===== src/sv/rrmq_pkg.sv =====
// shared constants, codes and helpers for the reclaiming ring message queue
package rrmq_pkg;

    localparam int DEPTH       = 64;
    localparam int HANDLE_BITS = 32;
    localparam int PTR_W       = $clog2(DEPTH);
    localparam int FUNC_W      = 2;
    localparam int MSG_W       = 32;
    localparam int STATUS_W    = 3;
    localparam int SIZE_W      = 7;
    localparam int SLOT_W      = (HANDLE_BITS < MSG_W) ? HANDLE_BITS : MSG_W;
    localparam int CMP_W       = (PTR_W + 1 > SIZE_W) ? PTR_W + 1 : SIZE_W;
    localparam int SIZE_RESET  = (DEPTH < 64) ? DEPTH : 64;

    typedef enum logic [FUNC_W-1:0] {
        FUNC_ADD     = 2'd0,
        FUNC_REMOVE  = 2'd1,
        FUNC_ACQUIRE = 2'd2,
        FUNC_RELEASE = 2'd3
    } func_t;

    typedef enum logic [STATUS_W-1:0] {
        ST_OK            = 3'd0,
        ST_FULL          = 3'd1,
        ST_NOTHING_STALE = 3'd2,
        ST_EMPTY         = 3'd3,
        ST_MISUSE        = 3'd4
    } status_t;

    // next ring position, wrapping at the configured size
    function automatic logic [PTR_W-1:0] ptr_advance(
        input logic [PTR_W-1:0]  p,
        input logic [SIZE_W-1:0] size
    );
        logic [CMP_W-1:0] n;
        n = CMP_W'(p) + CMP_W'(1);
        return (n >= CMP_W'(size)) ? '0 : n[PTR_W-1:0];
    endfunction

endpackage


===== src/sv/rrmq_if.sv =====
// valid/ready channel interfaces for the queue request and result streams
interface rrmq_in_if;
    logic                        valid;
    logic                        ready;
    logic [rrmq_pkg::FUNC_W-1:0] func;
    logic [rrmq_pkg::MSG_W-1:0]  msg;

    modport source (output valid, func, msg, input ready);
    modport sink   (input valid, func, msg, output ready);
endinterface

interface rrmq_out_if;
    logic                          valid;
    logic                          ready;
    logic [rrmq_pkg::STATUS_W-1:0] status;
    logic [rrmq_pkg::MSG_W-1:0]    msg_out;

    modport source (output valid, status, msg_out, input ready);
    modport sink   (input valid, status, msg_out, output ready);
endinterface


===== src/sv/reclaiming_ring_message_queue_top.sv =====
// reclaiming ring message queue: slot memory with write, read and free pointers
//
//   channel   dir   handshake          payload
//   in_ch     in    valid/ready        func, msg
//   out_ch    out   valid/ready        status, msg_out
//   cfg       in    cfg_wr_en          cfg_wr_data (queue size in use)
//
// each request takes a registered slot memory read, then decide and write back
// one request in flight; in_ch.ready is high whenever the sequencer is idle,
// so the next request is taken while a result still waits on out_ch
// a stalled out_ch holds the sequencer in the decide step until the result
// register frees up
// reset and a size write empty all slots at once (per-slot valid flops),
// zero the pointers and drop the held handle; no clearing pass
module reclaiming_ring_message_queue_top (
    input  logic                          clk,
    input  logic                          rst_n,
    rrmq_in_if.sink                       in_ch,
    rrmq_out_if.source                    out_ch,
    input  logic                          cfg_wr_en,
    input  logic [rrmq_pkg::SIZE_W-1:0]   cfg_wr_data
);

    typedef enum logic [1:0] {
        S_IDLE   = 2'b01,
        S_DECIDE = 2'b10
    } fsm_t;

    fsm_t                              state_reg, state_next;
    rrmq_pkg::func_t                   func_reg;
    logic [rrmq_pkg::SLOT_W-1:0]       msg_reg;
    logic [rrmq_pkg::PTR_W-1:0]        addr_reg;
    logic [rrmq_pkg::SIZE_W-1:0]       size_reg, size_next;
    logic [rrmq_pkg::PTR_W-1:0]        wr_ptr_reg, rd_ptr_reg, fr_ptr_reg;
    logic [rrmq_pkg::SLOT_W-1:0]       held_reg;
    logic [rrmq_pkg::DEPTH-1:0]        valid_reg;
    logic                              slot_valid_reg;
    logic [rrmq_pkg::SLOT_W-1:0]       rd_data_reg;
    logic                              out_valid_reg;
    rrmq_pkg::status_t                 out_status_reg;
    logic [rrmq_pkg::MSG_W-1:0]        out_msg_reg;

    // slot storage, one write and one read port
    logic [rrmq_pkg::SLOT_W-1:0]       slot_mem [rrmq_pkg::DEPTH];

    logic                              in_fire;
    logic                              decide_fire;
    logic [rrmq_pkg::PTR_W-1:0]        rd_addr;
    logic [rrmq_pkg::SLOT_W-1:0]       slot_val;

    // decide step results
    rrmq_pkg::status_t                 status_d;
    logic [rrmq_pkg::SLOT_W-1:0]       res_d;
    logic                              mem_we;
    logic                              valid_clr;
    logic                              wr_adv, rd_adv, fr_adv;
    logic                              held_load, held_clr;

    assign in_ch.ready    = (state_reg == S_IDLE);
    assign in_fire        = in_ch.valid && in_ch.ready;
    assign decide_fire    = (state_reg == S_DECIDE) && (!out_valid_reg || out_ch.ready);

    assign out_ch.valid   = out_valid_reg;
    assign out_ch.status  = out_status_reg;
    assign out_ch.msg_out = out_msg_reg;

    // pick the slot each operation looks at
    always_comb
    begin
        case (rrmq_pkg::func_t'(in_ch.func))
            rrmq_pkg::FUNC_ADD:     rd_addr = wr_ptr_reg;
            rrmq_pkg::FUNC_REMOVE:  rd_addr = fr_ptr_reg;
            rrmq_pkg::FUNC_ACQUIRE: rd_addr = rd_ptr_reg;
            default:                rd_addr = rd_ptr_reg;
        endcase
    end

    // an invalid slot reads as empty
    assign slot_val = slot_valid_reg ? rd_data_reg : '0;

    // decide: status, returned handle and state updates
    always_comb
    begin
        status_d  = rrmq_pkg::ST_OK;
        res_d     = '0;
        mem_we    = 1'b0;
        valid_clr = 1'b0;
        wr_adv    = 1'b0;
        rd_adv    = 1'b0;
        fr_adv    = 1'b0;
        held_load = 1'b0;
        held_clr  = 1'b0;
        case (func_reg)
            rrmq_pkg::FUNC_ADD:
            begin
                if (msg_reg == '0)
                    status_d = rrmq_pkg::ST_MISUSE;
                else if (slot_valid_reg)
                    status_d = rrmq_pkg::ST_FULL;
                else
                begin
                    mem_we = 1'b1;
                    wr_adv = 1'b1;
                end
            end
            rrmq_pkg::FUNC_REMOVE:
            begin
                if (fr_ptr_reg == rd_ptr_reg)
                    status_d = rrmq_pkg::ST_NOTHING_STALE;
                else if (!slot_valid_reg)
                    status_d = rrmq_pkg::ST_MISUSE;
                else
                begin
                    res_d     = slot_val;
                    valid_clr = 1'b1;
                    fr_adv    = 1'b1;
                end
            end
            rrmq_pkg::FUNC_ACQUIRE:
            begin
                if (held_reg != '0)
                    status_d = rrmq_pkg::ST_MISUSE;
                else if (rd_ptr_reg == wr_ptr_reg)
                    status_d = rrmq_pkg::ST_EMPTY;
                else
                begin
                    res_d     = slot_val;
                    held_load = 1'b1;
                end
            end
            rrmq_pkg::FUNC_RELEASE:
            begin
                if (msg_reg == '0 || msg_reg != held_reg)
                    status_d = rrmq_pkg::ST_MISUSE;
                else
                begin
                    held_clr = 1'b1;
                    rd_adv   = 1'b1;
                end
            end
            default:
            begin
                status_d = rrmq_pkg::ST_MISUSE;
            end
        endcase
    end

    // size write: zero counts as one, clamp to the ring depth
    always_comb
    begin
        size_next = cfg_wr_data;
        if (size_next == '0)
            size_next = rrmq_pkg::SIZE_W'(1);
        if (rrmq_pkg::CMP_W'(size_next) > rrmq_pkg::CMP_W'(rrmq_pkg::DEPTH))
            size_next = rrmq_pkg::SIZE_W'(rrmq_pkg::DEPTH);
    end

    always_comb
    begin
        state_next = state_reg;
        case (state_reg)
            S_IDLE:   if (in_fire) state_next = S_DECIDE;
            S_DECIDE: if (decide_fire) state_next = S_IDLE;
            default:  state_next = S_IDLE;
        endcase
    end

    // control state
    always_ff @(posedge clk or negedge rst_n)
    begin
        if (!rst_n)
        begin
            state_reg     <= S_IDLE;
            size_reg      <= rrmq_pkg::SIZE_W'(rrmq_pkg::SIZE_RESET);
            wr_ptr_reg    <= '0;
            rd_ptr_reg    <= '0;
            fr_ptr_reg    <= '0;
            held_reg      <= '0;
            valid_reg     <= '0;
            out_valid_reg <= 1'b0;
        end
        else
        begin
            state_reg <= state_next;
            if (cfg_wr_en)
            begin
                // size write restarts the ring
                size_reg   <= size_next;
                wr_ptr_reg <= '0;
                rd_ptr_reg <= '0;
                fr_ptr_reg <= '0;
                held_reg   <= '0;
                valid_reg  <= '0;
            end
            else if (decide_fire)
            begin
                if (wr_adv)
                    wr_ptr_reg <= rrmq_pkg::ptr_advance(wr_ptr_reg, size_reg);
                if (rd_adv)
                    rd_ptr_reg <= rrmq_pkg::ptr_advance(rd_ptr_reg, size_reg);
                if (fr_adv)
                    fr_ptr_reg <= rrmq_pkg::ptr_advance(fr_ptr_reg, size_reg);
                if (held_load)
                    held_reg <= slot_val;
                else if (held_clr)
                    held_reg <= '0;
                if (mem_we)
                    valid_reg[addr_reg] <= 1'b1;
                else if (valid_clr)
                    valid_reg[addr_reg] <= 1'b0;
            end
            if (decide_fire)
                out_valid_reg <= 1'b1;
            else if (out_ch.ready)
                out_valid_reg <= 1'b0;
        end
    end

    // request capture and result payload
    always_ff @(posedge clk)
    begin
        if (in_fire)
        begin
            func_reg       <= rrmq_pkg::func_t'(in_ch.func);
            msg_reg        <= in_ch.msg[rrmq_pkg::SLOT_W-1:0];
            addr_reg       <= rd_addr;
            slot_valid_reg <= valid_reg[rd_addr];
        end
        if (decide_fire)
        begin
            out_status_reg <= status_d;
            out_msg_reg    <= rrmq_pkg::MSG_W'(res_d);
        end
    end

    // slot memory: write back on decide, registered read on transfer in
    always_ff @(posedge clk)
    begin
        if (decide_fire && mem_we)
            slot_mem[addr_reg] <= msg_reg;
        if (in_fire)
            rd_data_reg <= slot_mem[rd_addr];
    end

endmodule


===== src/flat_wrapper.sv =====
// flat-port wrapper written by rule: the top's interface ports become plain ports
module reclaiming_ring_message_queue_top_flat 
  (clk, rst_n, cfg_wr_en, cfg_wr_data, in_ch_valid, in_ch_func, in_ch_msg, in_ch_ready, out_ch_valid, out_ch_status, out_ch_msg_out, out_ch_ready);
  rrmq_in_if in_ch_i ();
  rrmq_out_if out_ch_i ();
  input  logic clk;
  input  logic rst_n;
  input  logic cfg_wr_en;
  input  logic [rrmq_pkg::SIZE_W-1:0] cfg_wr_data;
  input wire logic [$bits(in_ch_i.valid)-1:0] in_ch_valid;
  input wire logic [$bits(in_ch_i.func)-1:0] in_ch_func;
  input wire logic [$bits(in_ch_i.msg)-1:0] in_ch_msg;
  output wire logic [$bits(in_ch_i.ready)-1:0] in_ch_ready;
  output wire logic [$bits(out_ch_i.valid)-1:0] out_ch_valid;
  output wire logic [$bits(out_ch_i.status)-1:0] out_ch_status;
  output wire logic [$bits(out_ch_i.msg_out)-1:0] out_ch_msg_out;
  input wire logic [$bits(out_ch_i.ready)-1:0] out_ch_ready;
  assign in_ch_i.valid = in_ch_valid;
  assign in_ch_i.func = in_ch_func;
  assign in_ch_i.msg = in_ch_msg;
  assign in_ch_ready = in_ch_i.ready;
  assign out_ch_valid = out_ch_i.valid;
  assign out_ch_status = out_ch_i.status;
  assign out_ch_msg_out = out_ch_i.msg_out;
  assign out_ch_i.ready = out_ch_ready;
  reclaiming_ring_message_queue_top u_core (.clk(clk), .rst_n(rst_n), .in_ch(in_ch_i), .out_ch(out_ch_i), .cfg_wr_en(cfg_wr_en), .cfg_wr_data(cfg_wr_data));
endmodule

===== config.mk =====
export PLATFORM = sky130hd
export DESIGN_NAME = reclaiming_ring_message_queue_top_flat
export DESIGN_NICKNAME = d
export VERILOG_FILES = /design/src/sv/rrmq_pkg.sv /design/src/sv/rrmq_if.sv /design/src/sv/reclaiming_ring_message_queue_top.sv /design/src/flat_wrapper.sv
export SDC_FILE = /design/constraint.sdc
export NUM_CORES = 2
export LEC_CHECK = 0
export ABC_AREA = 1
export BUFFER_PORTS_ARGS = -buffer_cell sky130_fd_sc_hd__buf_2
export CELL_PAD_IN_SITES_DETAIL_PLACEMENT = 1
export CELL_PAD_IN_SITES_GLOBAL_PLACEMENT = 1
export CORE_MARGIN = 5
export CORE_UTILIZATION = 46
export CTS_CLUSTER_DIAMETER = 30
export DETAILED_ROUTE_END_ITERATION = 10
export PLACE_DENSITY = 0.79
export SKIP_CTS_REPAIR_TIMING = 1
export SYNTH_ARGS = -nofsm -noshare
export SYNTH_HDL_FRONTEND = slang
export SYNTH_SLANG_ARGS = --single-unit
export TNS_END_PERCENT = 20

===== constraint.sdc =====
create_clock -name clk -period 4.4 [get_ports clk]
set_input_delay 0.88 -clock clk [delete_from_list [all_inputs] [get_ports clk]]
set_output_delay 0.88 -clock clk [all_outputs]
set_load 0.02 [all_outputs]

==> flow_summary.html <==
<table>
<tr><th>Metric</th><th>Value</th></tr>
<tr><th colspan="2">Run status</th></tr>
<tr><td>Status</td><td>complete, but fails checks</td></tr>
<tr><td>Violated checks</td><td>hold timing</td></tr>
<tr><th colspan="2">GRT</th></tr>
<tr><td>Largest net degree at the start of global routing</td><td>~140</td></tr>
<tr><td>Number of global-route vias before repair</td><td>92,700</td></tr>
<tr><td>Total GRT Usage</td><td>34.7%</td></tr>
<tr><td>Antenna violations before repair</td><td>24</td></tr>
<tr><td>First-pass GRT wire length</td><td>between 600 and 700 mm</td></tr>
<tr><td>Remaining Overflow, GRT</td><td>0</td></tr>
<tr><th colspan="2">Finish</th></tr>
<tr><td>Footprint of the multi-input gates</td><td>26,300 sq um</td></tr>
<tr><td>Number of cells in the finished layout apart from fillers</td><td>13,800</td></tr>
<tr><td>NumNets Final</td><td>10,500</td></tr>
<tr><td>Area taken by flip-flops and latches</td><td>about 68,000 sq um</td></tr>
<tr><td>Commonest non-fill, non-tap cells in the layout</td><td>2,156 x sky130_fd_sc_hd__edfxtp_1, 2,018 x sky130_fd_sc_hd__nand2_1, 1,949 x sky130_fd_sc_hd__nand3_1</td></tr>
<tr><td>Most frequent standard cell in the layout excluding fill and tap cells</td><td>sky130_fd_sc_hd__edfxtp_1</td></tr>
<tr><td>Share of cells above drive strength 1</td><td>11.3%</td></tr>
<tr><td>Number of flip-flops in the largest register</td><td>about 2,000</td></tr>
<tr><td>Number of fill cells in the layout</td><td>23,600</td></tr>
<tr><td>Layout area overhead</td><td>20.4%</td></tr>
<tr><th colspan="2">Setup path</th></tr>
<tr><td>Top fanout value on the critical path</td><td>28</td></tr>
<tr><td>Slowest cell on crit path</td><td>sky130_fd_sc_hd__nand3_1</td></tr>
<tr><td>Critical Path, Cell by Cell</td><td>inv_1 &gt; nand2_8 &gt; nand3_4 &gt; buf_12 &gt; inv_8 &gt; buf_4 &gt; buf_4 &gt; nand2_1 &gt; nand2_1 &gt; nand2_1 &gt; nand3_1 &gt; nand3_1 &gt; nand3_1 &gt; nand3_1 &gt; nand2_1</td></tr>
<tr><td>Cell count of the worst reg-to-reg path</td><td>15</td></tr>
<tr><td>Startpoint kind of the worst setup timing path</td><td>register</td></tr>
<tr><td>Endpoint kind of the worst setup timing path</td><td>register</td></tr>
<tr><td>Family with the most delay on the worst path</td><td>simple AND/OR/NAND/NOR gates</td></tr>
<tr><td>Longest individual stage delay on the worst path</td><td>approximately 0.57 ns</td></tr>
<tr><td>Endpoint required time on the critical path</td><td>between 5 and 6 ns</td></tr>
<tr><td>Crit path from</td><td>u_core.rd_ptr_reg[0]</td></tr>
<tr><td>Reg-to-reg critical path startpoint</td><td>u_core.rd_ptr_reg[0]</td></tr>
<tr><td>Total number of cells along the worst setup path</td><td>15</td></tr>
<tr><td>Buffering stage count on the worst path with inverters included</td><td>5</td></tr>
<tr><td>Data arrival time at the worst-slack endpoint</td><td>5.12 ns</td></tr>
<tr><td>Type of the worst setup path</td><td>register to register</td></tr>
<tr><th colspan="2">Pwr</th></tr>
<tr><td>Power Density</td><td>roughly 530 nW/um^2</td></tr>
<tr><td>P_leak</td><td>0.0524 uW</td></tr>
<tr><td>Overall power consumption</td><td>~66,000 uW</td></tr>
<tr><td>Peak supply drop</td><td>469 uV</td></tr>
<tr><th colspan="2">Routing</th></tr>
<tr><td>Via count of the routed design</td><td>87,300</td></tr>
<tr><td>1st-iter DRT viols</td><td>between 10,000 and 15,000</td></tr>
<tr><td>Pre-Repair DR Iteration Count</td><td>7</td></tr>
<tr><td>Vias per inst</td><td>around 6.3</td></tr>
<tr><td>Detailed Route WL</td><td>421 mm</td></tr>
<tr><td>Post-detailed-route count of antenna-violating nets</td><td>0</td></tr>
<tr><td>Number of design rule violations left after detail routing</td><td>0</td></tr>
<tr><td>Avg WL per Cell</td><td>30.4 microns</td></tr>
<tr><th colspan="2">Timing</th></tr>
<tr><td>Setup repair after global routing missed its margin</td><td>no</td></tr>
<tr><td>Relative slew margins</td><td>18.7%</td></tr>
<tr><td>F_max</td><td>around 230 MHz</td></tr>
<tr><td>Final period demand of the worst path</td><td>4.26 ns</td></tr>
<tr><td>Worst Skew</td><td>0.0991 ns</td></tr>
<tr><td>Max-slew violation count</td><td>0</td></tr>
<tr><td>Final Hold Fails</td><td>6</td></tr>
<tr><td>Ratio of final minimum period to clock period</td><td>96.9%</td></tr>
<tr><td>Hold slack</td><td>-0.0123 ns</td></tr>
<tr><td>Final setup fails</td><td>0</td></tr>
<tr><td>Slew at the pin closest to its max-slew limit</td><td>1.22 ns</td></tr>
<tr><td>Final-layout setup total negative slack</td><td>0 ns</td></tr>
<tr><th colspan="2">Clock network</th></tr>
<tr><td>Count of clock tree sinks</td><td>2,280</td></tr>
<tr><td>Clock tree from TritonCTS</td><td>yes</td></tr>
<tr><td>Clock latency of the later-clocked register in the worst-skew pair</td><td>1.03 ns</td></tr>
<tr><td>Clock root buffer</td><td>sky130_fd_sc_hd__clkbuf_16</td></tr>
<tr><td>Number of buffers created by CTS</td><td>486</td></tr>
<tr><td>Level count of the clock H-tree</td><td>5</td></tr>
<tr><td>Deepest clock path buffer count</td><td>4</td></tr>
<tr><td>Clock input transition at the sequential cells of the worst setup and hold paths</td><td>0.05 ns</td></tr>
<tr><th colspan="2">Worst hold path</th></tr>
<tr><td>Path class of the lowest-slack min-delay path</td><td>input port to async pin</td></tr>
<tr><th colspan="2">Synthesis</th></tr>
<tr><td>Synthesis Warnings</td><td>0</td></tr>
<tr><td>Most area-consuming cells after synthesis</td><td>sky130_fd_sc_hd__edfxtp_1 62%, sky130_fd_sc_hd__nand3_1 9.4%, sky130_fd_sc_hd__nand2_1 7.3%</td></tr>
<tr><td>Largest area contributor in the synthesized netlist</td><td>sky130_fd_sc_hd__edfxtp_1</td></tr>
<tr><td>Area fraction of the dominant cell type after synthesis</td><td>between 60% and 70%</td></tr>
<tr><td>Number of distinct standard cells referenced by the synthesized netlist</td><td>40</td></tr>
<tr><td>Synthesized instance count</td><td>10,300</td></tr>
<tr><td>Portion of the post-synthesis area used by sequential elements</td><td>65.2%</td></tr>
<tr><td>Post-synth net total</td><td>between 10,000 and 15,000</td></tr>
<tr><td>Register bit total from synthesis</td><td>2,280</td></tr>
<tr><td>Average cell area after synthesis</td><td>10.1 sq um</td></tr>
<tr><td>Synthesized area</td><td>104,000 sq um</td></tr>
<tr><th colspan="2">Placed design</th></tr>
<tr><td>Post-detailed-placement half-perimeter wirelength</td><td>217 mm</td></tr>
<tr><td>Cell count after placement</td><td>12,900</td></tr>
<tr><td>PortBufs</td><td>just over 80</td></tr>
<tr><td>Placer's final routability congestion estimate</td><td>between 0.8 and 0.9</td></tr>
<tr><th colspan="2">Floorplanning</th></tr>
<tr><td>Number of placed I/O pins</td><td>83</td></tr>
<tr><td>Chip width</td><td>slightly below 500 microns</td></tr>
<tr><td>Core footprint</td><td>225,000 sq um</td></tr>
<tr><td>DIE AREA</td><td>236,000 sq um</td></tr>
<tr><td>Effective utilization at floorplan</td><td>46.3%</td></tr>
<tr><td>Row count</td><td>174</td></tr>
<tr><td>Die height</td><td>486 microns</td></tr>
<tr><th colspan="2">Run</th></tr>
<tr><td>Max-cap violation count</td><td>0</td></tr>
</table>
==> metal layers <==
metal | wire, microns | up-vias | track usage, %
met2 | 190000 | 6577 | 54.1
met4 | 36000 | 14 | 25.3
li1 | - | 35300 | -
met1 | 144000 | 43500 | 41.1
met5 | 101 | - | 0
met3 | 51300 | 1929 | 10.1
==> cells in the mapped netlist, drive strengths merged <==
library cell and n:
o21a 2, xor2 23, edfxtp 2156, nor2 236
and2 1, xnor2 23, or2 2, a21oi 17
ha 29, nor3 24, o21ai 81, nand3b 7
a22o 1, a22oi 2, nand3 1952, nand4 934
dfrtp 122, buf 392, o22ai 3, inv 1911
clkbuf 326, a31oi 1, nor4 5, nand2 2022
o2111ai 3, nor3b 3, dfstp 2
==> through the flow <==
| step | worst slack [ns] | hold WS (ns) | cell area (sq um) | utilization [%] |
|---|---|---|---|---|
| floorplan | 0.0352 | 0.452 | 104000 | - |
| global placement | 0.103 | 0.465 | 109000 | 48.6 |
| detailed placement | 0.0153 | 0.473 | 109000 | 48.6 |
| CTS | 0.479 | -0.00794 | 125000 | 55.7 |
| global route | 0.222 | 0.0207 | 125000 | 55.7 |
| finish | 0.137 | -0.0123 | 125000 | 55.7 |
==> final cells by class <==
type	instances	share of cell area (%)
multi-input combinational	5371	21.0
clock buffer	549	10.0
antenna	8	0.0160
tap	2992	2.99
clock inverter	332	2.75
inverter	1911	5.75
timing repair buffer	395	3.32
sequential	2280	54.2
==> power breakdown <==
part / switching (uW) / internal [uW]
clock network: 12200 / 23900
logic: 4530 / 1300
registers: 116 / 24100
total: 16900 / 49300
==> cell families (layout without fill, tap and decap cells) <==
kind of cell,Yosys count,count (layout),share of synthesized area (%)
DFF,2280,2280,65.2
buffers and inverters,2629,3187,10.1
xor gates and xnor gates,46,46,0.387
adders and majority gates,29,29,0.349
AOI/OAI and AO/OA,110,110,0.558
and+or+nand+nor,5186,5186,23.4
other,0,8,0
==> path summary, 6_finish.rpt <==
kind                       slack (ns)                endpoint
setup / recovery                 0.14  u_core.rd_data_reg[20]
hold / removal                  -0.01      u_core.size_reg[0]
setup reg to reg                 0.14  u_core.rd_data_reg[20]
hold reg to reg                  0.49     u_core.valid_reg[3]
max in group asynchronous        3.52    u_core.valid_reg[44]
min in group clk                 0.04      u_core.msg_reg[31]
==> worst register-to-register path: stages, from the launching register on <==
cell                      delay, ns
sky130_fd_sc_hd__dfrtp_1       0.54
sky130_fd_sc_hd__inv_1         0.23
sky130_fd_sc_hd__nand2_8       0.30
sky130_fd_sc_hd__nand3_4       0.21
sky130_fd_sc_hd__buf_12        0.21
sky130_fd_sc_hd__inv_8         0.22
sky130_fd_sc_hd__buf_4         0.36
sky130_fd_sc_hd__buf_4         0.44
sky130_fd_sc_hd__nand2_1       0.13
sky130_fd_sc_hd__nand2_1       0.09
sky130_fd_sc_hd__nand2_1       0.06
sky130_fd_sc_hd__nand3_1       0.11
sky130_fd_sc_hd__nand3_1       0.10
sky130_fd_sc_hd__nand3_1       0.26
sky130_fd_sc_hd__nand3_1       0.57
sky130_fd_sc_hd__nand2_1       0.31
No activity file was read; power rests on OpenSTA's default activity.
